==> src/rtl/imufp_pkg.sv <==
// Shared constants and types for the attitude sensor frame parser.
package imufp_pkg;

    // Frame layout
    localparam int FRAME_LEN = 18;
    localparam int BYTE_W    = 8;
    localparam int WORD_W    = 16;
    localparam int FILL_W    = $clog2(FRAME_LEN + 1);
    localparam int TOTAL_W   = 32;

    localparam logic [BYTE_W-1:0] SYNC_BYTE = 8'h5A;

    // Turn bookkeeping
    localparam logic signed [TOTAL_W-1:0] TURN_HUNDREDTHS = 32'sd36000;
    localparam logic signed [WORD_W-1:0]  TURN_LIMIT      = 16'sd32767;

    // Configuration registers
    localparam int APB_ADDR_W = 2;
    localparam int APB_DATA_W = 32;
    localparam logic [APB_ADDR_W-1:0] REG_WRAP_THRESHOLD = 2'd0;
    localparam logic [WORD_W-1:0]     WRAP_THRESHOLD_RST = 16'd30000;

    // Updated tracking values handed from the turn tracker to the output stage
    typedef struct packed {
        logic signed [WORD_W-1:0]  turns;
        logic signed [TOTAL_W-1:0] total_yaw;
        logic [WORD_W-1:0]         frame_number;
    } t_track;

endpackage

==> src/rtl/imu_frame_parser_yaw_unwrap.sv <==
// Top level of the attitude sensor frame parser with yaw turn counting.
// One byte is taken per cycle on the slave stream, unless intake stalls, into a chain
// of 18 byte cells; each time the chain holds 18 bytes since the last frame, the
// cycle after the last byte checks the 0x5A 0x5A header and the running 8-bit
// checksum, and a valid frame loads the output register. Intake stalls only while a
// frame is found and the output register still holds an untaken result.
// wrap_threshold sits at APB address 0.
module imu_frame_parser_yaw_unwrap (
    input  logic         i_clk,
    input  logic         i_rst_n,
    // rx_byte[7:0]
    input  logic [7:0]   s_tdata,
    input  logic         s_tvalid,
    output logic         s_tready,
    // gyro_x[15:0] gyro_y[31:16] gyro_z[47:32] yaw[63:48] pitch[79:64]
    // roll[95:80] device_status[103:96] turns[119:104] total_yaw[151:120]
    // frame_number[167:152]
    output logic [167:0] m_tdata,
    output logic         m_tvalid,
    input  logic         m_tready,
    input  logic         psel,
    input  logic         penable,
    input  logic         pwrite,
    input  logic [imufp_pkg::APB_ADDR_W-1:0] paddr,
    input  logic [imufp_pkg::APB_DATA_W-1:0] pwdata,
    output logic [imufp_pkg::APB_DATA_W-1:0] prdata,
    output logic         pready
);
    import imufp_pkg::*;

    logic [BYTE_W-1:0] w [FRAME_LEN];
    logic [BYTE_W-1:0] r_sum;
    logic [FILL_W-1:0] r_fill;
    logic              r_chk;
    logic [WORD_W-1:0] r_threshold;
    logic              r_out_valid;
    logic [167:0]      r_out_data;

    logic [BYTE_W-1:0] n_sum;
    logic [FILL_W-1:0] n_fill;
    logic              n_chk;
    logic              accept;
    logic              can_load;
    logic              frame_ok;
    logic              fire;
    logic [WORD_W-1:0] yaw;
    t_track            track;

    // Configuration port
    assign pready = 1'b1;
    assign prdata = (paddr == REG_WRAP_THRESHOLD) ? {16'd0, r_threshold} : '0;

    always_ff @(posedge i_clk) begin
        if (!i_rst_n) begin
            r_threshold <= WRAP_THRESHOLD_RST;
        end else if (psel && penable && pwrite && pready &&
                     paddr == REG_WRAP_THRESHOLD) begin
            r_threshold <= pwdata[WORD_W-1:0];
        end
    end

    // Chain of byte cells, newest byte enters at the top
    genvar k;
    generate
        for (k = 0; k < FRAME_LEN; k++) begin : g_cell
            logic [BYTE_W-1:0] cell_in;
            if (k == FRAME_LEN - 1) begin : g_top
                assign cell_in = s_tdata;
            end else begin : g_mid
                assign cell_in = w[k+1];
            end
            imufp_cell u_cell (
                .i_clk   (i_clk),
                .i_rst_n (i_rst_n),
                .i_shift (accept),
                .i_byte  (cell_in),
                .o_byte  (w[k])
            );
        end
    endgenerate

    // Check the window that the last byte completed
    assign can_load = !r_out_valid || m_tready;
    assign frame_ok = (w[0] == SYNC_BYTE) && (w[1] == SYNC_BYTE) &&
                      (r_sum == w[FRAME_LEN-1]);
    assign fire     = r_chk && frame_ok && can_load;
    assign s_tready = !r_chk || !frame_ok || can_load;
    assign accept   = s_tvalid && s_tready;
    assign yaw      = {w[10], w[11]};

    // Running sum of bytes 0..16: drop the oldest, add the one moving down
    always_comb begin
        n_sum = accept ? (r_sum - w[0] + w[FRAME_LEN-1]) : r_sum;
    end

    // Fill count and pending check
    always_comb begin
        n_fill = r_fill;
        if (fire) begin
            n_fill = accept ? FILL_W'(1) : '0;
        end else if (accept && r_fill < FILL_W'(FRAME_LEN)) begin
            n_fill = r_fill + FILL_W'(1);
        end
        if (accept) begin
            n_chk = !fire && (r_fill >= FILL_W'(FRAME_LEN - 1));
        end else begin
            n_chk = r_chk && frame_ok && !can_load;
        end
    end

    always_ff @(posedge i_clk) begin
        if (!i_rst_n) begin
            r_sum  <= '0;
            r_fill <= '0;
            r_chk  <= 1'b0;
        end else begin
            r_sum  <= n_sum;
            r_fill <= n_fill;
            r_chk  <= n_chk;
        end
    end

    imufp_turn_tracker u_tracker (
        .i_clk       (i_clk),
        .i_rst_n     (i_rst_n),
        .i_fire      (fire),
        .i_yaw       (yaw),
        .i_threshold (r_threshold),
        .o_next      (track)
    );

    // Output register: hold until the transaction completes
    always_ff @(posedge i_clk) begin
        if (!i_rst_n) begin
            r_out_valid <= 1'b0;
        end else if (fire) begin
            r_out_valid <= 1'b1;
        end else if (m_tready) begin
            r_out_valid <= 1'b0;
        end
    end

    always_ff @(posedge i_clk) begin
        if (fire) begin
            r_out_data <= {track.frame_number, track.total_yaw, track.turns, w[16],
                           w[14], w[15], w[12], w[13], w[10], w[11],
                           w[8], w[9], w[6], w[7], w[4], w[5]};
        end
    end

    assign m_tvalid = r_out_valid;
    assign m_tdata  = r_out_data;

endmodule

==> src/rtl/imufp_cell.sv <==
// One byte cell of the sliding frame window.
module imufp_cell (
    input  logic                        i_clk,
    input  logic                        i_rst_n,
    input  logic                        i_shift,
    input  logic [imufp_pkg::BYTE_W-1:0] i_byte,
    output logic [imufp_pkg::BYTE_W-1:0] o_byte
);
    import imufp_pkg::*;

    logic [BYTE_W-1:0] r_byte;

    // Take the incoming byte (the neighbor's, or the stream byte at the top) on every accepted transaction
    always_ff @(posedge i_clk) begin
        if (!i_rst_n) begin
            r_byte <= '0;
        end else if (i_shift) begin
            r_byte <= i_byte;
        end
    end

    assign o_byte = r_byte;

endmodule

==> src/rtl/imufp_turn_tracker.sv <==
// Yaw turn counter, total yaw offset and frame counter.
module imufp_turn_tracker (
    input  logic                         i_clk,
    input  logic                         i_rst_n,
    input  logic                         i_fire,
    input  logic [imufp_pkg::WORD_W-1:0] i_yaw,
    input  logic [imufp_pkg::WORD_W-1:0] i_threshold,
    output imufp_pkg::t_track            o_next
);
    import imufp_pkg::*;

    logic [WORD_W-1:0]         r_prev_yaw;
    logic signed [WORD_W-1:0]  r_turns;
    logic signed [TOTAL_W-1:0] r_offset;
    logic [WORD_W-1:0]         r_frames;

    logic signed [WORD_W-1:0]  n_turns;
    logic signed [TOTAL_W-1:0] n_offset;
    logic signed [WORD_W+1:0]  rise;
    logic signed [WORD_W+1:0]  drop;
    logic signed [WORD_W+1:0]  thr_ext;
    logic                      turn_up;
    logic                      turn_down;

    // Detect a wrap in either direction
    always_comb begin
        rise      = $signed({2'b00, i_yaw}) - $signed({2'b00, r_prev_yaw});
        drop      = $signed({2'b00, r_prev_yaw}) - $signed({2'b00, i_yaw});
        thr_ext   = $signed({2'b00, i_threshold});
        turn_up   = (drop > thr_ext) && (r_turns != TURN_LIMIT);
        turn_down = (rise > thr_ext) && (r_turns != -TURN_LIMIT);
    end

    // Step the turn count and its offset in hundredths together
    always_comb begin
        n_turns  = r_turns;
        n_offset = r_offset;
        if (turn_up) begin
            n_turns  = r_turns + 16'sd1;
            n_offset = r_offset + TURN_HUNDREDTHS;
        end else if (turn_down) begin
            n_turns  = r_turns - 16'sd1;
            n_offset = r_offset - TURN_HUNDREDTHS;
        end
        o_next.turns        = n_turns;
        o_next.total_yaw    = n_offset + $signed({16'd0, i_yaw});
        o_next.frame_number = r_frames + 16'd1;
    end

    // Commit on each valid frame
    always_ff @(posedge i_clk) begin
        if (!i_rst_n) begin
            r_prev_yaw <= '0;
            r_turns    <= '0;
            r_offset   <= '0;
            r_frames   <= '0;
        end else if (i_fire) begin
            r_prev_yaw <= i_yaw;
            r_turns    <= n_turns;
            r_offset   <= n_offset;
            r_frames   <= o_next.frame_number;
        end
    end

endmodule

==> config.mk <==
export PLATFORM = sky130hd
export DESIGN_NAME = imu_frame_parser_yaw_unwrap
export DESIGN_NICKNAME = d
export VERILOG_FILES = /design/src/rtl/imufp_pkg.sv /design/src/rtl/imu_frame_parser_yaw_unwrap.sv /design/src/rtl/imufp_cell.sv /design/src/rtl/imufp_turn_tracker.sv
export SDC_FILE = /design/constraint.sdc
export NUM_CORES = 1
export LEC_CHECK = 0
export ABC_AREA = 1
export BUFFER_PORTS_ARGS = -buffer_cell sky130_fd_sc_hd__clkbuf_2
export CAP_MARGIN = 20
export CORE_MARGIN = 1
export CORE_UTILIZATION = 40
export CTS_BUF_LIST = sky130_fd_sc_hd__clkbuf_2 sky130_fd_sc_hd__clkbuf_4 sky130_fd_sc_hd__clkbuf_8
export DETAILED_ROUTE_END_ITERATION = 6
export GPL_TIMING_DRIVEN = 0
export PLACE_DENSITY = 0.57
export SYNTH_ARGS = -nofsm -noshare
export SYNTH_HDL_FRONTEND = slang
export SYNTH_SLANG_ARGS = --single-unit
==> constraint.sdc <==
create_clock -name i_clk -period 9.5 [get_ports i_clk]
set_input_delay 1.9 -clock i_clk [delete_from_list [all_inputs] [get_ports i_clk]]
set_output_delay 1.9 -clock i_clk [all_outputs]
set_load 0.03 [all_outputs]
==> results.md <==
* CP most frequent cell: nand2_1
* Max Cap Viol at 0
* Mapped cell area at 0.0202 mm^2
* Predominant post-synthesis flop cell: dfxtp_1
* Clk slew on worst S/H paths at 0.06 ns
* WHS Path Cells at 0
* Minimum clock period at 6.62 ns
* # setup viols final at 0
* CORE AREA at 0.0501 mm^2
* Share of post-route cells with drive strength above 1 at 0.165
* Leakage at 10.5 nW
* Ports at 252
* Die Y at 227 um
* Met2 GRT Util at 0.376
* Yosys top cell area share at 0.247
* Initial antenna violation count at 2
* Multi-input gate area at 0.00877 mm^2
* Final Util at 0.473
* Met1 usage at 0.302
* Die width at 227 um
* Relative slew slack at 0.425
* Final WL at 59.3 mm
* Max Root-Sink Buffers at 3
* Vias in the first global route at 16.4k
* CP Launch Type: register
* Synth area leaders: dfxtp_1 25%, edfxtp_1 24%, nor2_1 6.4%
* TritonCTS clock tree: built
* Count leader, synth: nor2_1
* Fin nets at 2819
* WP data required at 9.90 ns
* CP peak stage delay at 0.58 ns
* Unique masters post-synth at 53
* Number of synthesized register bits at 413
* Fmax at 151 MHz
* CTS Buf Count at 71
* Yosys top cell by area: dfxtp_1
* Setup Buffers After CTS at 0
* Maximum VDD drop at 0.000103 V
* Layout Skew at 0.0361 ns
* Final hold violations at 0
* Overflow after GRT at 0
* WS Path Type: reg -> reg
* Hold/Removal Path Class: reg -> reg
* Crit path from: g_cell[11].u_cell.o_byte[6]
* DRC viols at 0
* CP max-delay cell: dfxtp_1
* Yosys warning count at 0
* Crit Path Max Fanout at 10
* Pwr dens at 185 mW/mm^2
* Die area at 0.0515 mm^2
* Outcome: completed
* Hold-fix buffers at CTS at 0
* Detailed placer's ending HPWL at 44.9 mm
* Worst R2R Setup Slack at 2.88 ns
* Global-route wire length before repair at 90.1 mm
* Met3 Use GR at 0.0384
* Synth cell count leaders: 346 x nor2_1, 328 x nand2_1, 250 x dfxtp_1, 247 x inv_1, 227 x o21ai_0
* Period Utilization, post-route at 0.697
* Hold Path Origin: g_cell[13].u_cell.o_byte[6]
* Storage element area at 0.00990 mm^2
* RSZ-0062 raised after global routing: no
* Grt peak-use layer: met2
* Buffers on Ports at 217
* Placer congestion estimate at 0.944
* Syn avg cell area at 8.56 um^2
* H-Tree Depth at 3
* Largest net degree at the start of global routing at 124
* Worst slew pin tran at 0.862 ns
* Mapped Cells at 2364
* Root buf cell: clkbuf_8
* Initial core utilization at 0.404
* Setup TNS at 0 ns
* Initial DRC count at 1028
* Hold EP: m_tdata[70]
* Synthesis-to-finish area growth at 17.2%
* Crit path DAT at 7.02 ns
* EDFF count, synth at 163
* DRT Pass-1 Iters at 6
* Vias at 16.9k
* Worst Reg-to-Reg Cells at 37
* Insertion delay to the later sink of the worst-skew pair at 0.66 ns
* Clk sinks at 413
* Number of filler cells placed in the layout at 5098
* Drt via density at 4.98
* WL/cell at 17.5 um
* Sequential share of the synthesized area at 0.489
* Slew Viols, Final at 0
* ANT nets after route at 0
* Overall global routing resource usage at 0.229
* Row count at 82
* CTS resizes at 0
* FFs w/ async S/R, synth at 0
* Reg2reg start: g_cell[11].u_cell.o_byte[6]
* Worst setup EP type: register
* R2R Path End: m_tdata[151]
-- stage by stage --
step | cell area, um^2 | cells | hold slack (ns) | total power, mW | setup WS (ns)
final | 23700 | 3400 | 0.436 | 4.38 | 2.88
after global routing | 23700 | 3399 | 0.454 | 4.61 | 2.18
after CTS | 23700 | 3398 | 0.448 | 4.44 | 2.75
after detailed placement | 22300 | 3269 | 0.439 | 2.75 | 2.81
after global placement | 22200 | 3268 | 0.436 | 2.74 | 1.89
after floorplan | 20300 | 2379 | 0.420 | 2.54 | 3.72
-- worst max-delay path: cells and delay by family (launching register included) --
family / cells / cell delay, ns
xor gates and xnor gates: 2 / 0.40
DFF: 1 / 0.58
buffers and inverters: 7 / 0.92
AOI/OAI and AO/OA: 9 / 1.60
and+or+nand+nor: 16 / 1.80
adders and majority gates: 3 / 1.06
-- report_power, final --
| group | internal (mW) | switching [mW] | total, mW |
|---|---|---|---|
| combinational | 0.261 | 0.500 | 0.762 |
| clock | 0.918 | 0.749 | 1.67 |
| sequential | 1.91 | 0.0467 | 1.96 |
-- placed cells by master, fill, tap and decap left out, types with 10 or more instances in the layout --
master / count
a21oi_1: 127
buf_2: 12
buf_4: 32
clkbuf_1: 71
clkbuf_2: 218
clkbuf_4: 35
clkbuf_8: 77
clkinv_1: 11
conb_1: 17
dfxtp_1: 250
edfxtp_1: 163
fa_1: 10
ha_1: 90
inv_1: 246
nand2_1: 328
nand2_2: 23
nand3_1: 77
nand4_1: 27
nor2_1: 346
nor2_4: 10
nor3_1: 32
nor4_1: 12
o211ai_1: 13
o21ai_0: 227
o22ai_1: 47
xnor2_1: 18
xor2_1: 106
-- sequential cells by signal, indices dropped and copies added, names as in the netlist --
signal and flops:
u_tracker.r_turns 16, r_fill 5, g_cell.u_cell.o_byte 144, m_tdata 163, r_sum 8, r_threshold 16
u_tracker.r_prev_yaw 16, m_tvalid 1, u_tracker.r_frames 16, r_chk 1, u_tracker.r_offset 27
-- cell families after synthesis --
group,synth area share
compound gates,0.124
simple gates,0.187
fa+ha+maj,0.0655
buf+inv,0.0802
xor+xnor,0.0537
other cells,0.000371
flops,0.489
-- per-layer routing --
layer | wire, um | up-vias
met5 | 0 | -
li1 | - | 8429
met2 | 27500 | 411
met4 | 1510 | 0
met3 | 2720 | 98
met1 | 27600 | 7981
-- final cells by class --
cell class	count	area share
diodes	2	0.000211
plain buffers	125	0.0274
clock buffers	112	0.0558
clock inverters	17	0.00538
inverters	259	0.0413
multi-input cells	1582	0.370
flip-flops and latches	413	0.418
well taps	672	0.0355
repair buffers	218	0.0470
-- worst max-delay path by stage --
stage,endpoint,slack [ns]
after floorplan,m_tdata[0],3.72
after global placement,m_tdata[146],1.89
after detailed placement,m_tdata[151],2.81
after CTS,m_tdata[151],2.75
after global routing,m_tdata[151],2.18
final,m_tdata[151],2.88
Note: power is estimated with default switching activity, not from simulation.
